<file path="src/design/nsd_pkg.sv">
// Shared types and constants of the netpbm stream decoder.
package nsd_pkg;

    localparam logic [7:0]  ASCII_ZERO  = 8'd48;
    localparam logic [7:0]  DIGIT_LOW   = 8'd47;
    localparam logic [7:0]  DIGIT_HIGH  = 8'd58;
    localparam logic [7:0]  ASCII_P     = 8'h50;
    localparam logic [7:0]  ASCII_ONE   = 8'h31;
    localparam logic [7:0]  ASCII_TWO   = 8'h32;
    localparam logic [7:0]  ASCII_THREE = 8'h33;
    localparam logic [7:0]  ASCII_SIX   = 8'h36;
    localparam logic [7:0]  FULL_LEVEL  = 8'd255;
    localparam logic [16:0] ACC_MAX     = 17'd131071;
    localparam logic [16:0] ACC_GUARD   = 17'd13107;
    localparam logic [15:0] LEVEL_MAX   = 16'hFFFF;

    typedef enum logic [1:0] {
        ST_PIXEL,
        ST_BAD_MAGIC,
        ST_BAD_FORMAT,
        ST_ZERO_LEVEL
    } t_status;

    typedef struct packed {
        logic [7:0] data_byte;
        logic       end_of_file;
    } t_in_item;

    typedef struct packed {
        t_status     status;
        logic [11:0] row;
        logic [11:0] column;
        logic [7:0]  red;
        logic [7:0]  green;
        logic [7:0]  blue;
    } t_out_item;

    typedef struct packed {
        logic        start;
        logic [16:0] sample;
        logic [15:0] level;
    } t_scale_req;

    typedef struct packed {
        logic       done;
        logic [7:0] value;
    } t_scale_rsp;

endpackage

</file>
<file path="src/design/nsd_scale.sv">
// Iterative sample scaler: sample*255/level, one quotient bit per cycle.
module nsd_scale (
    input  logic               i_clk,
    input  logic               i_rst_n,
    input  nsd_pkg::t_scale_req i_req,
    output nsd_pkg::t_scale_rsp o_rsp
);
    import nsd_pkg::*;

    logic        r_busy;
    logic        r_done;
    logic [2:0]  r_cnt;
    logic [23:0] r_rem;
    logic [22:0] r_dvs;
    logic [7:0]  r_quo;

    logic        w_sat;
    logic [23:0] w_num;
    logic [23:0] w_dvs_ext;
    logic        w_ge;

    // saturate when the level is zero or the sample exceeds it
    assign w_sat     = (i_req.level == 16'd0) || (i_req.sample > {1'b0, i_req.level});
    // v*255 = (v<<8) - v
    assign w_num     = {i_req.sample[15:0], 8'd0} - {8'd0, i_req.sample[15:0]};
    assign w_dvs_ext = {1'b0, r_dvs};
    assign w_ge      = r_rem >= w_dvs_ext;

    always_ff @(posedge i_clk) begin
        if (!i_rst_n) begin
            r_busy <= 1'b0;
            r_done <= 1'b0;
            r_cnt  <= 3'd0;
        end else begin
            r_done <= 1'b0;
            if (i_req.start) begin
                if (w_sat) begin
                    r_done <= 1'b1;
                end else begin
                    r_busy <= 1'b1;
                    r_cnt  <= 3'd0;
                end
            end else if (r_busy) begin
                r_cnt <= r_cnt + 3'd1;
                if (r_cnt == 3'd7) begin
                    r_busy <= 1'b0;
                    r_done <= 1'b1;
                end
            end
        end
    end

    // restoring division datapath; quotient fits 8 bits since sample <= level
    always_ff @(posedge i_clk) begin
        if (i_req.start) begin
            r_rem <= w_num;
            r_dvs <= {i_req.level, 7'd0};
            r_quo <= w_sat ? FULL_LEVEL : 8'd0;
        end else if (r_busy) begin
            if (w_ge) begin
                r_rem <= r_rem - w_dvs_ext;
            end
            r_quo <= {r_quo[6:0], w_ge};
            r_dvs <= {1'b0, r_dvs[22:1]};
        end
    end

    always_comb begin
        o_rsp.done  = r_done;
        o_rsp.value = r_quo;
    end

endmodule

</file>
<file path="src/design/netpbm_stream_decoder_unit.sv">
// Top level of the netpbm stream decoder: header parser, pixel assembler, output register.
//
// Usage:
//   Input channel carries one file byte per transaction (data_byte plus an
//   end_of_file flag on the last byte). Output channel carries one result per
//   transaction: a pixel with row, column and RGB, or an error status with
//   all other fields zero. Both channels use valid/stall handshakes.
//
// Processing:
//   A byte that yields no result and needs no scaling leaves the block idle,
//   so the next byte can be accepted in the following cycle. A result
//   without scaling (P1 pixel, error) passes the emit state into the output
//   register. A scaled sample runs 8 radix-2 steps in the shared scaler unit
//   (divide by the maximum level; 255 without steps when saturated), is handed
//   off, and for a gray or blue sample loads the output register.
//
// Stall: the output register holds a finished result while the receiver
//   stalls; the block keeps accepting bytes until it has another result to
//   load, then waits in its emit state with the input stalled.
// Reset: synchronous, active low; parser returns to expecting the magic
//   letter and the output register empties. end_of_file does the same
//   parser reset after its byte is processed.
module netpbm_stream_decoder_unit #(
    parameter int MAX_DIM = 4096
) (
    input  logic               i_clk,
    input  logic               i_rst_n,
    input  logic               i_in_valid,
    output logic               o_in_stall,
    input  nsd_pkg::t_in_item  i_in_item,
    output logic               o_out_valid,
    input  logic               i_out_stall,
    output nsd_pkg::t_out_item o_out_item
);
    import nsd_pkg::*;

    localparam int DIM_W = $clog2(MAX_DIM + 1);

    typedef enum logic [2:0] {
        PH_MAGIC,
        PH_DIGIT,
        PH_WIDTH,
        PH_HEIGHT,
        PH_MAXLEV,
        PH_SAMPLES,
        PH_HALT
    } t_phase;

    typedef enum logic [1:0] {
        FMT_P1,
        FMT_P2,
        FMT_P3,
        FMT_P6
    } t_format;

    // where the scaler result goes
    typedef enum logic [1:0] {
        DST_GRAY,
        DST_RED,
        DST_GREEN,
        DST_BLUE
    } t_dest;

    typedef enum logic [1:0] {
        S_IDLE,
        S_SCALE,
        S_EMIT
    } t_state;

    // control / parser state
    t_state           r_state;
    t_phase           r_phase,  n_phase;
    t_format          r_format, n_format;
    logic [DIM_W-1:0] r_width,  n_width;
    logic [DIM_W-1:0] r_height, n_height;
    logic [15:0]      r_max,    n_max;
    logic [16:0]      r_acc,    n_acc;
    logic             r_innum,  n_innum;
    logic [1:0]       r_comp,   n_comp;
    logic [DIM_W-1:0] r_row,    n_row;
    logic [DIM_W-1:0] r_col,    n_col;
    logic             r_out_valid;

    // payload
    logic [7:0]       r_held_red;
    logic [7:0]       r_held_green;
    t_out_item        r_pend;
    t_out_item        r_out_item;
    t_dest            r_dest;
    logic             r_ev;

    // per-byte decode
    logic             w_accept;
    logic             w_out_free;
    logic [7:0]       w_byte;
    logic             w_eof;
    logic             w_digit;
    logic [3:0]       w_dval;
    logic [20:0]      w_acc_sum;
    logic [16:0]      w_acc_next;
    logic [DIM_W-1:0] w_clamp;
    logic [15:0]      w_lev;
    logic             w_hit;
    logic [16:0]      w_sval;
    logic             w_pix_ok;
    logic             w_emit;
    logic [7:0]       w_gray;
    logic [DIM_W:0]   w_col_inc;
    logic [16:0]      w_row_ext;
    logic [16:0]      w_col_ext;
    logic             w_ev;
    logic             w_need_div;
    t_dest            w_dest;
    t_out_item        w_pend;

    t_scale_req       w_req;
    t_scale_rsp       w_rsp;

    assign w_byte     = i_in_item.data_byte;
    assign w_eof      = i_in_item.end_of_file;
    assign o_in_stall = (r_state != S_IDLE);
    assign w_accept   = i_in_valid && !o_in_stall;
    assign w_out_free = !r_out_valid || !i_out_stall;

    assign w_digit    = (w_byte > DIGIT_LOW) && (w_byte < DIGIT_HIGH);
    assign w_dval     = w_byte[3:0] - ASCII_ZERO[3:0];
    assign w_acc_sum  = 21'({r_acc, 3'b000}) + 21'({r_acc, 1'b0}) + 21'(w_dval);
    assign w_acc_next = ((r_acc > ACC_GUARD) || (w_acc_sum > 21'(ACC_MAX))) ?
                        ACC_MAX : w_acc_sum[16:0];
    assign w_clamp    = (r_acc > 17'(MAX_DIM)) ? DIM_W'(MAX_DIM) : DIM_W'(r_acc);
    assign w_lev      = (r_acc > {1'b0, LEVEL_MAX}) ? LEVEL_MAX : r_acc[15:0];

    assign w_pix_ok   = (r_width != '0) && (r_row < r_height);
    assign w_gray     = (w_sval == 17'd0) ? FULL_LEVEL : 8'd0;
    assign w_col_inc  = {1'b0, r_col} + (DIM_W + 1)'(1);
    assign w_row_ext  = 17'(r_row);
    assign w_col_ext  = 17'(r_col);

    always_comb begin
        n_phase    = r_phase;
        n_format   = r_format;
        n_width    = r_width;
        n_height   = r_height;
        n_max      = r_max;
        n_acc      = r_acc;
        n_innum    = r_innum;
        n_comp     = r_comp;
        n_row      = r_row;
        n_col      = r_col;
        w_ev       = 1'b0;
        w_hit      = 1'b0;
        w_sval     = 17'd0;
        w_emit     = 1'b0;
        w_need_div = 1'b0;
        w_dest     = DST_GRAY;
        w_pend     = '0;

        unique case (r_phase)
            PH_MAGIC: begin
                if (w_byte == ASCII_P) begin
                    n_phase = PH_DIGIT;
                end else begin
                    w_ev          = 1'b1;
                    w_pend.status = ST_BAD_MAGIC;
                    n_phase       = PH_HALT;
                end
            end
            PH_DIGIT: begin
                unique case (w_byte)
                    ASCII_ONE: begin
                        n_format = FMT_P1;
                        n_phase  = PH_WIDTH;
                    end
                    ASCII_TWO: begin
                        n_format = FMT_P2;
                        n_phase  = PH_WIDTH;
                    end
                    ASCII_THREE: begin
                        n_format = FMT_P3;
                        n_phase  = PH_WIDTH;
                    end
                    ASCII_SIX: begin
                        n_format = FMT_P6;
                        n_phase  = PH_WIDTH;
                    end
                    default: begin
                        w_ev          = 1'b1;
                        w_pend.status = ST_BAD_FORMAT;
                        n_phase       = PH_HALT;
                    end
                endcase
            end
            PH_WIDTH, PH_HEIGHT, PH_MAXLEV, PH_SAMPLES: begin
                if (r_phase == PH_SAMPLES && r_format == FMT_P6) begin
                    // raw samples: every byte is a component
                    w_hit  = 1'b1;
                    w_sval = {9'd0, w_byte};
                end else begin
                    if (w_digit) begin
                        n_acc   = w_acc_next;
                        n_innum = 1'b1;
                    end else if (r_innum) begin
                        n_acc   = 17'd0;
                        n_innum = 1'b0;
                        unique case (r_phase)
                            PH_WIDTH: begin
                                n_width = w_clamp;
                                n_phase = PH_HEIGHT;
                            end
                            PH_HEIGHT: begin
                                n_height = w_clamp;
                                n_phase  = (r_format == FMT_P1) ? PH_SAMPLES : PH_MAXLEV;
                            end
                            PH_MAXLEV: begin
                                n_max = w_lev;
                                if (w_lev == 16'd0) begin
                                    w_ev          = 1'b1;
                                    w_pend.status = ST_ZERO_LEVEL;
                                    n_phase       = PH_HALT;
                                end else begin
                                    n_phase = PH_SAMPLES;
                                end
                            end
                            default: begin
                                w_hit  = 1'b1;
                                w_sval = r_acc;
                            end
                        endcase
                    end
                    // end of file finishes a sample number still being read
                    if (w_eof && n_phase == PH_SAMPLES && n_innum) begin
                        w_hit  = 1'b1;
                        w_sval = n_acc;
                    end
                end
            end
            default: ;
        endcase

        if (w_hit) begin
            unique case (r_format)
                FMT_P1: begin
                    w_emit       = w_pix_ok;
                    w_pend.red   = w_gray;
                    w_pend.green = w_gray;
                    w_pend.blue  = w_gray;
                end
                FMT_P2: begin
                    w_emit     = w_pix_ok;
                    w_need_div = w_pix_ok;
                    w_dest     = DST_GRAY;
                end
                default: begin
                    unique case (r_comp)
                        2'd0: begin
                            n_comp     = 2'd1;
                            w_need_div = !w_eof;
                            w_dest     = DST_RED;
                        end
                        2'd1: begin
                            n_comp     = 2'd2;
                            w_need_div = !w_eof;
                            w_dest     = DST_GREEN;
                        end
                        default: begin
                            n_comp       = 2'd0;
                            w_emit       = w_pix_ok;
                            w_need_div   = w_pix_ok;
                            w_dest       = DST_BLUE;
                            w_pend.red   = r_held_red;
                            w_pend.green = r_held_green;
                        end
                    endcase
                end
            endcase
        end

        if (w_emit) begin
            w_ev          = 1'b1;
            w_pend.row    = w_row_ext[11:0];
            w_pend.column = w_col_ext[11:0];
            if (w_col_inc >= {1'b0, r_width}) begin
                n_col = '0;
                n_row = r_row + DIM_W'(1);
            end else begin
                n_col = w_col_inc[DIM_W-1:0];
            end
        end

        if (w_eof) begin
            n_phase  = PH_MAGIC;
            n_format = FMT_P1;
            n_width  = '0;
            n_height = '0;
            n_max    = 16'd0;
            n_acc    = 17'd0;
            n_innum  = 1'b0;
            n_comp   = 2'd0;
            n_row    = '0;
            n_col    = '0;
        end
    end

    // shared scaler, started on the accept edge with the current level
    always_comb begin
        w_req.start  = w_accept && w_need_div;
        w_req.sample = w_sval;
        w_req.level  = r_max;
    end

    nsd_scale u_scale (
        .i_clk   (i_clk),
        .i_rst_n (i_rst_n),
        .i_req   (w_req),
        .o_rsp   (w_rsp)
    );

    always_ff @(posedge i_clk) begin
        if (!i_rst_n) begin
            r_state     <= S_IDLE;
            r_out_valid <= 1'b0;
            r_phase     <= PH_MAGIC;
            r_format    <= FMT_P1;
            r_width     <= '0;
            r_height    <= '0;
            r_max       <= 16'd0;
            r_acc       <= 17'd0;
            r_innum     <= 1'b0;
            r_comp      <= 2'd0;
            r_row       <= '0;
            r_col       <= '0;
        end else begin
            if (r_out_valid && !i_out_stall) begin
                r_out_valid <= 1'b0;
            end
            unique case (r_state)
                S_IDLE: begin
                    if (w_accept) begin
                        r_phase  <= n_phase;
                        r_format <= n_format;
                        r_width  <= n_width;
                        r_height <= n_height;
                        r_max    <= n_max;
                        r_acc    <= n_acc;
                        r_innum  <= n_innum;
                        r_comp   <= n_comp;
                        r_row    <= n_row;
                        r_col    <= n_col;
                        r_ev     <= w_ev;
                        r_dest   <= w_dest;
                        r_pend   <= w_pend;
                        if (w_need_div) begin
                            r_state <= S_SCALE;
                        end else if (w_ev) begin
                            r_state <= S_EMIT;
                        end
                    end
                end
                S_SCALE: begin
                    if (w_rsp.done) begin
                        unique case (r_dest)
                            DST_GRAY: begin
                                r_pend.red   <= w_rsp.value;
                                r_pend.green <= w_rsp.value;
                                r_pend.blue  <= w_rsp.value;
                            end
                            DST_RED:   r_held_red   <= w_rsp.value;
                            DST_GREEN: r_held_green <= w_rsp.value;
                            DST_BLUE:  r_pend.blue  <= w_rsp.value;
                        endcase
                        r_state <= r_ev ? S_EMIT : S_IDLE;
                    end
                end
                S_EMIT: begin
                    if (w_out_free) begin
                        r_out_valid <= 1'b1;
                        r_out_item  <= r_pend;
                        r_state     <= S_IDLE;
                    end
                end
                default: r_state <= S_IDLE;
            endcase
        end
    end

    assign o_out_valid = r_out_valid;
    assign o_out_item  = r_out_item;

endmodule

</file>
<file path="config.mk">
export PLATFORM = sky130hd
export DESIGN_NAME = netpbm_stream_decoder_unit
export DESIGN_NICKNAME = d
export VERILOG_FILES = /design/src/design/nsd_pkg.sv /design/src/design/nsd_scale.sv /design/src/design/netpbm_stream_decoder_unit.sv
export SDC_FILE = /design/constraint.sdc
export NUM_CORES = 1
export LEC_CHECK = 0
export ABC_CLOCK_PERIOD_IN_PS = 8300
export BUFFER_PORTS_ARGS = -buffer_cell sky130_fd_sc_hd__buf_4
export CORE_ASPECT_RATIO = 0.7
export CORE_MARGIN = 8
export CORE_UTILIZATION = 63
export CTS_CLUSTER_SIZE = 20
export DETAILED_ROUTE_END_ITERATION = 8
export PLACE_DENSITY = 0.88
export SLEW_MARGIN = 30
export SYNTH_ARGS = -nofsm -noshare
export SYNTH_HDL_FRONTEND = slang
export SYNTH_SLANG_ARGS = --single-unit
export TNS_END_PERCENT = 30
</file>
<file path="constraint.sdc">
create_clock -name i_clk -period 8.3 [get_ports i_clk]
set_input_delay 2.49 -clock i_clk [delete_from_list [all_inputs] [get_ports i_clk]]
set_output_delay 2.49 -clock i_clk [all_outputs]
set_load 0.005 [all_outputs]
</file>
Yosys cells after proc, flatten, opt, wreduce, memory -nomap -nowiden
Cells that the tools add are included.

operators by class
  add/subtract/negate cells = 7
  magnitude comparators = 10
  eq/ne operators = 31
  mux-type cells = 132
  bitwise gates (word level) = 1
  reductions and logical operators = 64

operators by type and width
  cell                                                                    count
  13-bit 2-to-1 mux                                                       19
  17-bit 2-to-1 mux                                                       12
  16-bit 2-to-1 mux                                                       9
  24-bit 2-to-1 mux                                                       6
  8-bit 2-to-1 mux                                                        6
  24-bit case mux with 2 select lines                                     1
  23-bit 2-to-1 mux                                                       2
  1-bit 2-to-1 mux                                                        38
  2-bit 2-to-1 mux                                                        18
  3-bit 2-to-1 mux                                                        11
  8-bit by 6-bit equality test with 1-bit output, second input constant   4
  16-bit logical NOT                                                      2
  16-bit case mux with 2 select lines                                     1
  4-bit AND reduction                                                     8
  2-bit nonzero test                                                      13
  24-bit by 23-bit greater-or-equal comparator with 1-bit output          1
  24-bit by 16-bit subtractor with 24-bit output                          1
  24-bit by 23-bit subtractor with 24-bit output                          1
  20-bit by 18-bit adder with 21-bit output                               1
  21-bit by 4-bit adder with 21-bit output                                1
  21-bit by 17-bit > comparator with 1-bit output, second input constant  1
  7-bit AND reduction                                                     3
  3-bit case mux with 3 select lines                                      2
  17-bit by 13-bit > comparator with 1-bit output, second input constant  1
  other kinds (40)                                                        83

storage, ports and cells
  bits in registers = 275
  bits of input ports = 13
  output and inout bits = 52
  word-level logic and storage cells = 280

Logic depth before layout (Yosys ltp)
Gate-level depths: netlist of run 1.

  depth in word-level cells = 21
  depth in mapped cells = 25
  mapped depth without buffers = 23

Cells and area by module
From an unflattened synthesis of run 1, not the netlist that was laid out.

second synthesis, totals
  cell total of the unflattened synthesis = 1,746
  area, all modules = 16,313.1 µm²

modules (own cells, without submodules)
  module                      times used  cells each  area an instance (µm²)  seq. area each (µm²)
  netpbm_stream_decoder_unit  1           1,162       11,249.5                5,495.3
  nsd_scale                   1           584         5,063.6                 1,681.6

Least setup slack after synthesis of run 1
No wires, ideal clock.

  path kind = input -> register
  from = input port i_in_item[4] (netlist bit)
  to = register u_scale.r_quo[0], data pin
  library setup time = 265 ps
  arrival = 6,948 ps
  data required time = 8,035 ps
  path slack = 1,088 ps
  cell stages on the path = 21
  buffers on the path = 2
  cells stage by stage = fa_1 -> ha_1 -> a211oi_2 -> o211ai_2 -> a2111o_1 -> a2111oi_2 -> nor2_1 -> buf_2 -> a31oi_1 -> ha_1 -> nor2b_1 -> o21a_1 -> o21a_1 -> o21a_1 -> o21a_1 -> o2111ai_1 -> a21boi_0 -> o21ai_0 -> and4_1 -> clkbuf_1 -> nor2_1

on the way
  word-level cells in the longest chain between the ends = 15
  elaborated cells between the ends (all ways) = 31
  classes of those cells = 1 x add/sub; 4 x order compare; 1 x eq/ne; 19 x mux; 6 x reduce/logical

RTL lines
  what                                                                                               line                              source
  from (decl)                                                                                        netpbm_stream_decoder_unit.sv:30  input nsd_pkg::t_in_item i_in_item,
  parallel branches: the longest is 14 deep, another holds 21-bit by 4-bit adder with 21-bit output  -
  8-bit 2-to-1 mux (*)                                                                               nsd_scale.sv:55                   if (i_req.start) begin
  to (signal assigned)                                                                               nsd_scale.sv:58                   r_quo <= w_sat ? FULL_LEVEL : 8'd0;
  to (signal assigned)                                                                               nsd_scale.sv:63                   r_quo <= {r_quo[6:0], w_ge};
  to (decl)                                                                                          nsd_scale.sv:15                   logic [7:0] r_quo;

Every way passes the cells marked *. The select of a mux whose other input is x is not followed.
A chain may end at the register's enable or synchronous reset.

Worst setup path after layout of run 1
  from = input port i_in_item[4] (netlist bit)
  to = register u_scale.r_rem[17], data pin

on the way
  word-level cells in the longest chain between the ends = 14
  elaborated cells between the ends (all ways) = 29
  classes of those cells = 2 x add/sub; 3 x order compare; 1 x eq/ne; 18 x mux; 5 x reduce/logical

RTL lines
  what                                                                                                     line             source
  parallel branches: the longest is 13 deep, another holds 24-bit by 16-bit subtractor with 24-bit output  -
  24-bit 2-to-1 mux (*)                                                                                    nsd_scale.sv:55
  to (signal assigned)                                                                                     nsd_scale.sv:56  r_rem <= w_num;
  to (signal assigned)                                                                                     nsd_scale.sv:61  r_rem <= r_rem - w_dvs_ext;
  to (decl)                                                                                                nsd_scale.sv:13  logic [23:0] r_rem;

Marked as above.

==> results list, run 1 <==
- The run finished with clean final reports.
- Clock insertion delay at the later pin of the skew report: 0.56 ns
* Yosys top cell by area: edfxtp_1
- In the post-synthesis netlist, the biggest area contributors are edfxtp_1 (31%), dfxtp_1 (13%), ha_1 (8.7%), nand2_1 (3.7%), a21boi_0 (3.6%).
- Internal power comes to 2250 uW.
* Fraction of the mapped netlist area in adder cells: 9.06%
- The die is 150 um tall.
- Setup repair after global routing left no endpoint under its margin.
- The critical path is of the primary input to flip-flop type.
* Headroom to the max-slew limit: 34.2%
* Final clock period utilization by the worst path: 88.4%
- Timing would allow up to 0.136 GHz.
- Synthesis-to-finish area growth: 10.8%
- The wire-length estimate of the detail-placed layout is ~33,000 um.
* Warning count from the yosys run: 0
- Before CTS, the worst setup slack after placement is 0.532 ns.
- Total congestion overflow after global routing: 0
- In this run, CTS created clock tree buffers numbering 26.
- In this run the power density over the cells is about 160 nW/um^2.
- In this run the core area contains 49 standard-cell rows.
- Post-Syn Nets: 1,862
- By instance count, the leading cell after synthesis is edfxtp_1.
- CTS tree: built
- The worst path needs 7.34 ns of the cycle, external delays included.
- The via count of the first global-routing pass was 13,000.
- Capturing element type of the critical path: flip-flop
- The synthesized design contains 275 register bits.
* Main combinational cell family by area after synthesis: simple AND/OR/NAND/NOR gates
* Antenna violations before repair: 0
- The max-slew violation total from the final report was 0.
* Proportion of power drawn by the clock network: approximately 45%
* I/O pins: between 60 and 70
- The min-delay analysis places its worst path in the category flip-flop to flip-flop.
- Average footprint of a synthesized cell: 9.38 um^2
- Via-per-instance ratio: 6.49
* Worst R2R End: u_scale.r_rem[17]
* Reported leakage power: 0.00705 uW
- Proportion of power drawn by flip-flops and latches: between 50% and 60%
- Clock slew at the register clock pins of the worst setup and hold paths: 0.07 ns
- Share of the synthesized netlist area taken by xor and xnor gates: under 10%
* Global-route wire length before repair: 71,500 um
- At the worst endpoint, the arrival time is between 7 and 8 ns.
* Cell count after synthesis: 1,733
- Final routed wire length divided by cell count: 21.3 um
- In this run the clock root is driven by a clkbuf_16.
- Net switching component of the power: 642 uW
- In this run the critical register-to-register path is launched from r_acc[2].
- CTS built an H-tree with a depth of 1.
* Post-synthesis simple-gate area fraction: approximately 20%
- The synthesized netlist devotes 18.8% of its cell area to compound gates.
- After detailed routing, the total wire length is between 40,000 and 50,000 um.
* Maximum buffer depth of the clock tree: 3
- After clock tree synthesis, the flow added hold-fix buffers numbering 0.
- Number of enable flip-flop cells after synthesis: around 170
- Post-synthesis async set-or-reset flop share: 0%
- Slew of the pin with the lowest slew margin: 0.980 ns
- Hold timing on the final database bottoms out at a slack of roughly 0.42 ns.
- Length in cells of the worst reg-to-reg path: 18
- In this run the tool buffered the top-level ports with 64 buffer cells.
- After synthesis, the most frequently instantiated cells are edfxtp_1 (167), nand2_1 (161), nor2_1 (129), ha_1 (113), dfxtp_1 (108).
- Final Hold Violating Endpoints: 0
- After synthesis the cells add up to between 15,000 and 20,000 um^2.
- Once the clock tree was built, the setup fixing pass inserted 0 buffers.
- Drt first-iter violations: approximately 1,700
* Kind of start point of the critical path: primary input
* Number of maximum-capacitance violations: 0
- Before antenna repair, the detailed router went through 5 iterations.
- The portion of synthesized area spent on multiplexers is 0.746%.
- In this run the worst path has a maximum fanout of 7.
- Routability-driven placement finished with a final weighted congestion of about 1.
- Setup-failing EPs final: 0
- Placeable core region: 25,500 um^2
* Minimum setup slack in the final design: ~0.96 ns
* Relative contribution of combinational cells to total power: 4.1%
* Worst VDD drop: 0.142 mV
* CP required: 8.60 ns
- Summed over all failing endpoints, the final setup total negative slack is 0 ns.
- Largest net degree at the start of global routing: between 90 and 100
* Clock tree sinks: 275
* Layout Nets: 1,902
- Effective utilization at floorplan: 63.8%
* Primary flip-flop cell chosen by synthesis mapping: edfxtp_1
- Count of instances resized after the clock tree is built: 0
- The critical path starts at i_in_item[4].
* GRT Resource Usage Total: 28.3%
* Routed vias: 13,800
* Post-route antenna net violation count: 0
- Critical path endpoint: u_scale.r_rem[17]
- Setup slack of the most critical reg-to-reg path: 2.37 ns
- From left edge to right edge, the die measures 208 um.
* Layout cell share with drive strength beyond 1: 10.3%
- Die Footprint: 31,300 um^2
* Post-synth top area share: 30.8%
* DR DRC count: 0
- Post-synthesis sequential area ratio: 44.1%
- Synthesis instantiated 91 different standard cells from the library.
- Switching portion of total power: 22.2%
- Setup clock skew after layout: 0.0155 ns
## power by group through the flow
stage                     Sequential [uW]  Combinational (uW)  Clock (uW)
final                                1480                 120        1300
after global routing                 1480                 128        1360
after CTS                            1480                 118        1300
after detailed placement             1510                 117           0
after global placement               1510                 114           0
after floorplan                      1500                67.4           0
## cell usage in the layout (no fill, tap or decap), types with 5 or more instances in the layout
cell type	count
nand4_1	12
o221ai_1	5
or3_1	14
or2_2	6
a21o_1	29
clkbuf_16	28
and4_1	6
xor2_1	20
nor3b_1	7
o31ai_1	10
dfxtp_1	107
o22ai_1	6
mux2i_1	11
o21a_1	19
a21boi_0	77
and2_1	44
o211ai_1	5
o21bai_1	6
edfxtp_1	167
o21ai_0	86
nand3_1	91
nand2_1	161
nor2b_1	39
a211oi_1	8
nor2_1	128
nor4_1	23
clkinv_2	5
o31a_1	7
buf_4	94
inv_1	106
o21ai_1	17
a21oi_1	88
a22oi_1	7
and3_1	12
nand2b_1	18
nor3_1	50
a31oi_1	11
a211o_1	5
xnor2_1	38
ha_1	113
## area by class of cell
cell class,instances,area (um^2)
clock buffers,30,708
multi-input cells,1269,8390
inverters,107,402
well taps,331,414
repair buffers,94,706
flip-flops and latches,275,7180
diodes,1,2.50
clock inverters,18,221
fillers,1886,7490
## how the worst min path moves through the flow
stage	from	cells past startpoint	end	slack (ns)
CTS	r_pend[21]	0	o_out_item[21]	0.42
finish	r_pend[10]	0	o_out_item[10]	0.42
global route	r_pend[10]	0	o_out_item[10]	0.42
detailed placement	r_pend[7]	0	o_out_item[7]	0.40
global placement	r_pend[29]	0	o_out_item[29]	0.40
floorplan	r_pend[0]	0	o_out_item[0]	0.40
## sequential cells by signal, summed over array words and instances, names as in the netlist, 2 cells and up
register,cells
r_dest,2
r_format,2
u_scale.r_rem,24
r_height,13
r_pend,50
r_state,2
u_scale.r_quo,8
r_acc,17
u_scale.r_dvs,23
r_max,16
o_out_item,50
r_width,13
r_held_green,8
u_scale.r_cnt,3
r_phase,3
r_comp,2
r_col,13
r_row,13
r_held_red,8
## kinds of logic after synthesis
group,after synthesis
AND/OR/NAND/NOR,636
AO/OA/AOI/OAI,447
flip-flops,275
buffers and inverters,189
adder cells (fa/ha/maj),116
XOR/XNOR,58
multiplexers,12
## per-layer routing
| layer | track usage (%) | part of all wire (%) | vias to the layer above | wire, um |
|---|---|---|---|---|
| met2 | 44.4 | 44 | 763 | 20000 |
| li1 | - | - | 6372 | - |
| met3 | 7.05 | 10 | 134 | 4730 |
| met4 | 9.34 | 3.4 | 0 | 1540 |
| met5 | 0 | 0 | - | 0 |
| met1 | 38.2 | 42 | 6528 | 19100 |
## stage by stage
step                      power [uW]  util [%]  area, um^2  cells
after global placement          1620      67.0       17100   2076
after global routing            2960      70.6       18000   2124
after floorplan                 1570         -       16300   1733
after detailed placement        1620      67.0       17100   2076
final                           2890      70.6       18000   2125
after CTS                       2900      70.6       18000   2124
## critical path: stages
cell and delay [ns]:
buf_4 0.14, fa_1 0.50, ha_1 0.34, a211oi_2 0.23, o211ai_2 0.16, a2111o_1 0.44
a2111oi_2 0.48, nor2_1 0.25, buf_4 0.23, a31o_2 0.22, and2_0 0.25, ha_1 0.25
a21oi_1 0.29, nor2b_1 0.12, a2111o_1 0.44, a21o_1 0.19, a21oi_1 0.31, mux2i_1 0.25
nand2_1 0.06
No activity file was read; power rests on OpenSTA's default activity.
==> run 2, diff against run 1 <==
Settings changed: GPL_TIMING_DRIVEN set to 0.
==> run 2 against run 1 <==
Hold slack got worse by 0.0014 ns. Clock-buffer cell count rose by 4. First-iteration DRC count rose by 22%. Via count rose by 2.5%.
==> results list, run 2 (same netlist as run 1, synthesis figures left out) <==
- Outcome: finished, final reports clean
* Total wirelength of the detailed-routed design: between 40,000 and 50,000 um
- WP data arrival: between 8 and 9 ns
- The top cell types in the final layout, fill and taps aside, are edfxtp_1 (167), nand2_1 (161), nor2_1 (128).
- The final layout contains 1,953 nets.
- Row cnt: 49
* Met2 Track Usage GR: 45.9%
- Met1 demand-to-capacity share in global routing: 38.2%
* Die Footprint: 31,300 um^2
* Int Pwr: roughly 2300 uW
- Via-per-instance ratio: 6.50
- Power spread over the standard cell area amounts to about 160 nW/um^2.
* Final Hold Violating Endpoints: 0
* Quantity of I/O buffers inserted on ports: 62
- Effective utilization at floorplan: roughly 64%
- Layout cell share with drive strength beyond 1: 8.46%
* Die W: 208 um
- Synthesis-to-finish area growth: 11.7%
* Routed vias: 14,100
* Proportion of power drawn by flip-flops and latches: 50.5%
- Worst-path cell chain: buf_4 -> fa_1 -> ha_1 -> a211oi_2 -> o211ai_2 -> a2111o_1 -> and4b_4 -> nor2_1 -> buf_2 -> nand2_1 -> o21ai_0 -> nand2_1 -> ha_1 -> a21oi_1 -> nor2b_1 -> a2111oi_1 -> nand2b_1 -> o21ai_0 -> and4_1 -> nor2_1
* Global-route wire length before repair: a little over 70,000 um
* Relative contribution of combinational cells to total power: under 10%
- The worst pin sits at a relative slew slack of 38.9%.
- Buffers added to address setup during post-CTS repair amount to 0.
- At the pin with the least slew margin, the transition time is roughly 0.9 ns.
- Between clock sinks in the finished design, the worst skew comes to around 0.023 ns.
* Master of the slowest instance on the critical path: o21ai_0
- Clock tree sinks: roughly 280
- Worst min-delay path category: flip-flop to flip-flop
- After detailed placement, the total cell area comes to roughly 17,000 um^2.
- Final routed wire length divided by cell count: 21.3 um
- At the worst endpoint, the required time is 8.58 ns.
- In this run the count of I/O pins placed on the die edge is 65.
* Setup-failing EPs final: 0
* Clock insertion delay at the later pin of the skew report: 0.56 ns
* Maximum buffer depth of the clock tree: 3
* Number of maximum-capacitance violations: 0
- After layout, the worst path uses 97.5% of the clock period.
- The die is 150 um tall.
* Reported leakage power: 0.00705 uW
- Summed negative setup slack over all endpoints: 0 ns
* Largest incremental delay on the critical path: 0.61 ns
- The max-slew violation total from the final report is 0.
- Leading cell type in the layout, fill and taps excluded: edfxtp_1
- The first detailed-routing pass took 6 iterations.
- Count of fill cells added during filler insertion: 1,824
* Number of global-route vias before repair: ~13,000
- Placeable core region: between 20,000 and 30,000 um^2
- Hold Crit Depth: 0
* GRT Resource Usage Total: 28.4%
- Root cell of the clock tree: clkbuf_16
- HPWL Detailed: 33,900 um
- Capturing element type of the critical path: flip-flop
* Net switching component of the power: approximately 630 uW
- The initial antenna violation count is 3.
* DR DRC count: 0
* Largest net degree at the start of global routing: 30
* Maximum fanout count along the critical path: 10
- Highest Clock Rate: 0.124 GHz
* Switching portion of total power: roughly 21%
- CTS built an H-tree with a depth of 1.
- TritonCTS Buffers: 25
* Unrepaired setup endpoints after global routing: no
- met2 is the most crowded layer.
- IR analysis of the VDD net gives a maximum drop of 0.145 mV.
- Number of buffers inserted for hold repair after clock tree synthesis: 0
* Met3 Track Usage GR: under 10%
* Length in cells of the worst reg-to-reg path: 19
- Clock slew at the register clock pins of the worst setup and hold paths: 0.07 ns
- The detailed router finished its first iteration with 2,010 violations.
- Once detail routing completed, the nets flagged for antenna violations numbered 0.
- Proportion of power drawn by the clock network: ~45%
- CTS tree: built
- The critical path is of the primary input to flip-flop type.
- Global placement routability congestion: 0.994
- The worst path in the final design needs a cycle of 8.09 ns, including I/O delays and setup.
- Final instance area: 18,200 um^2
* Count of instances resized after the clock tree is built: 0
- Summed over all layers, the global routing overflow is 0.
- STA classifies the critical path startpoint as a primary input.
run 2: cell type report:
type	count	area (um^2)	share of cell area [%]
Multi-Input combinational cell	1269	8380	46.1
Sequential cell	275	7180	39.5
Clock buffer	34	709	3.91
Timing Repair Buffer	65	520	2.87
Tap cell	331	414	2.28
Inverter	107	402	2.21
Buffer	81	330	1.82
Clock inverter	12	223	1.23
Antenna cell	2	5.00	0.0276
run 2: final timing paths:
check	start	to	slack [ns]
max reg2reg	r_acc[0]	u_scale.r_quo[0]	1.66
min	r_pend[34]	o_out_item[34]	0.42
min reg2reg	r_pend[34]	o_out_item[34]	0.42
max	i_in_item[4]	u_scale.r_quo[0]	0.21
run 2: critical path: cells and delay by family:
kind / cells / cell delay [ns]
AO/OA/AOI/OAI: 7 / 2.56
AND/OR/NAND/NOR: 8 / 1.65
buffers and inverters: 2 / 0.45
adder cells (fa/ha/maj): 3 / 1.19
run 2: power groups by stage:
stage / Combinational (uW) / Sequential [uW] / Clock (uW)
2_1_floorplan: 67.4 / 1500 / 0
3_3_place_gp: 120 / 1510 / 0
3_5_place_dp: 126 / 1510 / 0
4_1_cts: 127 / 1480 / 1320
5_1_grt: 138 / 1480 / 1370
6_report: 131 / 1480 / 1320
run 2: metrics by stage:
stage / instances / utilization (%) / hold slack [ns] / setup WS (ns) / power [uW]
floorplan: 1733 / - / 0.400 / 1.09 / 1570
global route: 2176 / 71.2 / 0.427 / 0.00936 / 2980
detailed placement: 2129 / 67.5 / 0.405 / -0.392 / 1630
global placement: 2126 / 67.2 / 0.403 / -0.301 / 1630
CTS: 2175 / 71.2 / 0.420 / 0.178 / 2920
finish: 2176 / 71.2 / 0.418 / 0.209 / 2920
run 2: per-layer routing:
metal	part of all wire (%)	vias to the layer above
met4	3.9	2
met5	0.028	-
met3	11	151
li1	-	6481
met2	45	844
met1	40	6660
==> run 3, diff against run 2 <==
--- a/config.mk
+++ b/config.mk
@@ -7,3 +7,3 @@
 export LEC_CHECK = 0
-export ABC_CLOCK_PERIOD_IN_PS = 8300
+export ABC_CLOCK_PERIOD_IN_PS = 7300
 export BUFFER_PORTS_ARGS = -buffer_cell sky130_fd_sc_hd__buf_4
@@ -11,3 +11,3 @@
 export CORE_MARGIN = 8
-export CORE_UTILIZATION = 63
+export CORE_UTILIZATION = 57
 export CTS_CLUSTER_SIZE = 20
@@ -15,3 +15,3 @@
 export GPL_TIMING_DRIVEN = 0
-export PLACE_DENSITY = 0.88
+export PLACE_DENSITY = 0.84
 export SLEW_MARGIN = 30
==> constraint.sdc (replaced) <==
create_clock -name i_clk -period 7.3 [get_ports i_clk]
set_input_delay 1.46 -clock i_clk [delete_from_list [all_inputs] [get_ports i_clk]]
set_output_delay 1.46 -clock i_clk [all_outputs]
set_load 0.005 [all_outputs]
==> run 3 against run 2 <==
Non-clock buffer count grew 1. Sequential cell count stayed put. Clock skew down 0.0073 ns. Register-to-register slack got worse by 0.99 ns. Routed wire length is 2.7% higher. Worst setup slack better by 0.073 ns. Critical path depth did not move. First-iteration DRC count fell by 25%. Global-route usage is 1.5 points lower. Clock power is 11% higher. Die area grew 9.5%.
==> results list, run 3 (same netlist as run 1, synthesis figures left out) <==
- TritonCTS Buffers: 27
- Shortest clock period the worst path allows after layout: 7.02 ns
- CTS saw 275 sinks.
* Final non-filler cell total: 2,221
* Drt first-iter violations: ~1,500
- Total congestion overflow after global routing: 0
- Critical setup path kind: primary input to flip-flop
- Setup violations remaining at the end of the flow were counted as 0.
* Number of global-route vias before repair: approximately 13,000
* Die W: 218 um
- Entering global routing, the biggest net connects 30 pins.
* Number of maximum-capacitance violations: 0
* Die height: 157 um
- The min-delay analysis places its worst path in the category flip-flop to flip-flop.
- CP required: 7.59 ns
- Die Footprint: 34,300 um^2
* Global placement routability congestion: around 1
- Port buffering added 62 buffers.
- CTS tree: built
* Outcome: finished, final reports clean
- In this run the remaining antenna-violating nets after routing total 0.
- Kind of start point of the critical path: primary input
* Maximum buffer depth of the clock tree: 3
- Pin placement for this block handled 65 I/O pins.
- After detailed routing, the number of vias per cell comes to ~6.4.
* Highest Clock Rate: approximately 0.14 GHz
* Commonest cells after routing, fill and taps aside: edfxtp_1 (167), nand2_1 (161), nor2_1 (128)
- Buffers inserted during post-CTS setup optimization: 0
- For the worst-skew pair, the clock arrives at the later sink with an insertion delay of 0.57 ns.
- Unrepaired setup endpoints after global routing: no
- At the end of the flow, the number of nets in the layout was 1,956.
* Total wirelength of the detailed-routed design: 47,700 um
* DR DRC count: 0
* Worst Setup Slack post-DPL: -0.240 ns
* Worst-path cell chain: buf_4 -> fa_1 -> ha_1 -> a211oi_2 -> o211ai_2 -> a2111o_1 -> and4b_4 -> nor2_1 -> buf_2 -> nand3_1 -> a22oi_1 -> inv_1 -> ha_1 -> a21o_1 -> a2111oi_1 -> nand2b_1 -> o21ai_0 -> and4_1 -> clkbuf_1 -> nor2_1
- For this run, the detailed router's first-pass iteration total came to 6.
* Start point of the critical path: i_in_item[4]
- After floorplanning, the core was sized to cover approximately 28,000 um^2.
- Clock skew on the completed layout was measured at 0.0156 ns.
- Summed over all nets, the half-perimeter wirelength after detailed placement is 34,900 um.
* Largest incremental delay on the critical path: about 0.54 ns
- STA classifies the critical path endpoint as a flip-flop.
- In this run the static leakage power is around 0.0070 uW.
- Final routed wire length divided by cell count: 21.5 um
* Number of placed instances with taps included: about 2,200
- For this design, the slowest cell found on the critical path is a2111oi_1.
* Final Hold Violating Endpoints: 0
- Final clock period utilization by the worst path: 96.1%
- The layout has 2,190 filler cells.
- The routed layout has roughly 14,000 vias.
* Antenna violations before repair: 2
- Count of instances resized after the clock tree is built: 0
- In the final layout, the share of cells above drive strength 1 is 8.39%.
* Row cnt: roughly 50
* Slew of the pin with the lowest slew margin: 0.980 ns
- Minimum setup slack in the final design: ~0.28 ns
- Data arrives at the worst endpoint at around 7.3 ns.
- In this run the critical register-to-register path is launched from r_acc[0].
- Root cell of the clock tree: clkbuf_16
* Headroom to the max-slew limit: 34.5%
* Worst min-delay path startpoint: r_pend[6]
* Global-route wire length before repair: about 74,000 um
* Total power density per cell area: 181 nW/um^2
- CTS built an H-tree with a depth of 1.
- Global routing used a little over a quarter of the available tracks across all layers.
- The area growth from synthesis to layout is 12.0%.
* Maximum fanout count along the critical path: 10
* Effective utilization at floorplan: 58.2%
* Number of buffers inserted for hold repair after clock tree synthesis: 0
- Leading cell type in the layout, fill and taps excluded: edfxtp_1
- Worst VDD drop: 0.185 mV
* Summed negative setup slack over all endpoints: 0 ns
* Clock slew at the register clock pins of the worst setup and hold paths: roughly 0.07 ns
- Max-slew violation count: 0
-- run 3: cell types whose count changed in the layout (fill, tap and decap cells not counted), sizes merged --
cell      delta
bufinv       -3
clkinv       +2
inv          +1
clkinvlp     +2
clkbuf       +3
-- run 3: cell type report --
cell class              count  area, um^2  area share, %
diodes                      2        5.00         0.0275
plain buffers              82         334           1.83
clock buffers              36         739           4.06
clock inverters            14         173          0.948
inverters                 107         402           2.21
multi-input cells        1269        8390           46.1
flip-flops and latches    275        7180           39.4
well taps                 371         464           2.55
repair buffers             65         528           2.90
-- run 3: through the flow --
step	hold slack (ns)	area [um^2]	total power (uW)	util, %
floorplan	0.400	16300	1790	-
global placement	0.402	17200	1850	61.5
detailed placement	0.405	17300	1860	61.8
CTS	0.414	18200	3290	65.1
global route	0.419	18200	3360	65.2
finish	0.410	18200	3300	65.2
-- run 3: where the power goes --
| group | internal (uW) | switching (uW) | leakage, uW |
|---|---|---|---|
| clock | 827 | 641 | 0.000440 |
| combinational | 47.8 | 102 | 0.00419 |
| sequential | 1670 | 12.9 | 0.00239 |
-- run 3: critical path: cells and delay by family --
kind                     cells  cell delay (ns)
AO/OA/AOI/OAI                7             2.51
buffers and inverters        4             1.07
adder cells (fa/ha/maj)      3             1.20
AND/OR/NAND/NOR              6             1.03
-- run 3: path summary, 6_finish.rpt --
check                          end  slack [ns]  cells past startpoint
setup reg to reg  u_scale.r_quo[0]        0.67                     19
setup / recovery  u_scale.r_quo[0]        0.28                     20
hold / removal       o_out_item[6]        0.41                      0
hold reg to reg      o_out_item[6]        0.41                      0
-- run 3: routing by layer --
metal / routed length (um) / vias to the layer above / GRT usage (%)
li1: - / 6487 / -
met1: 20100 / 6772 / 36.9
met2: 21300 / 822 / 42.2
met3: 4680 / 139 / 4.66
met4: 1680 / 0 / 10.3
met5: 0 / - / 0
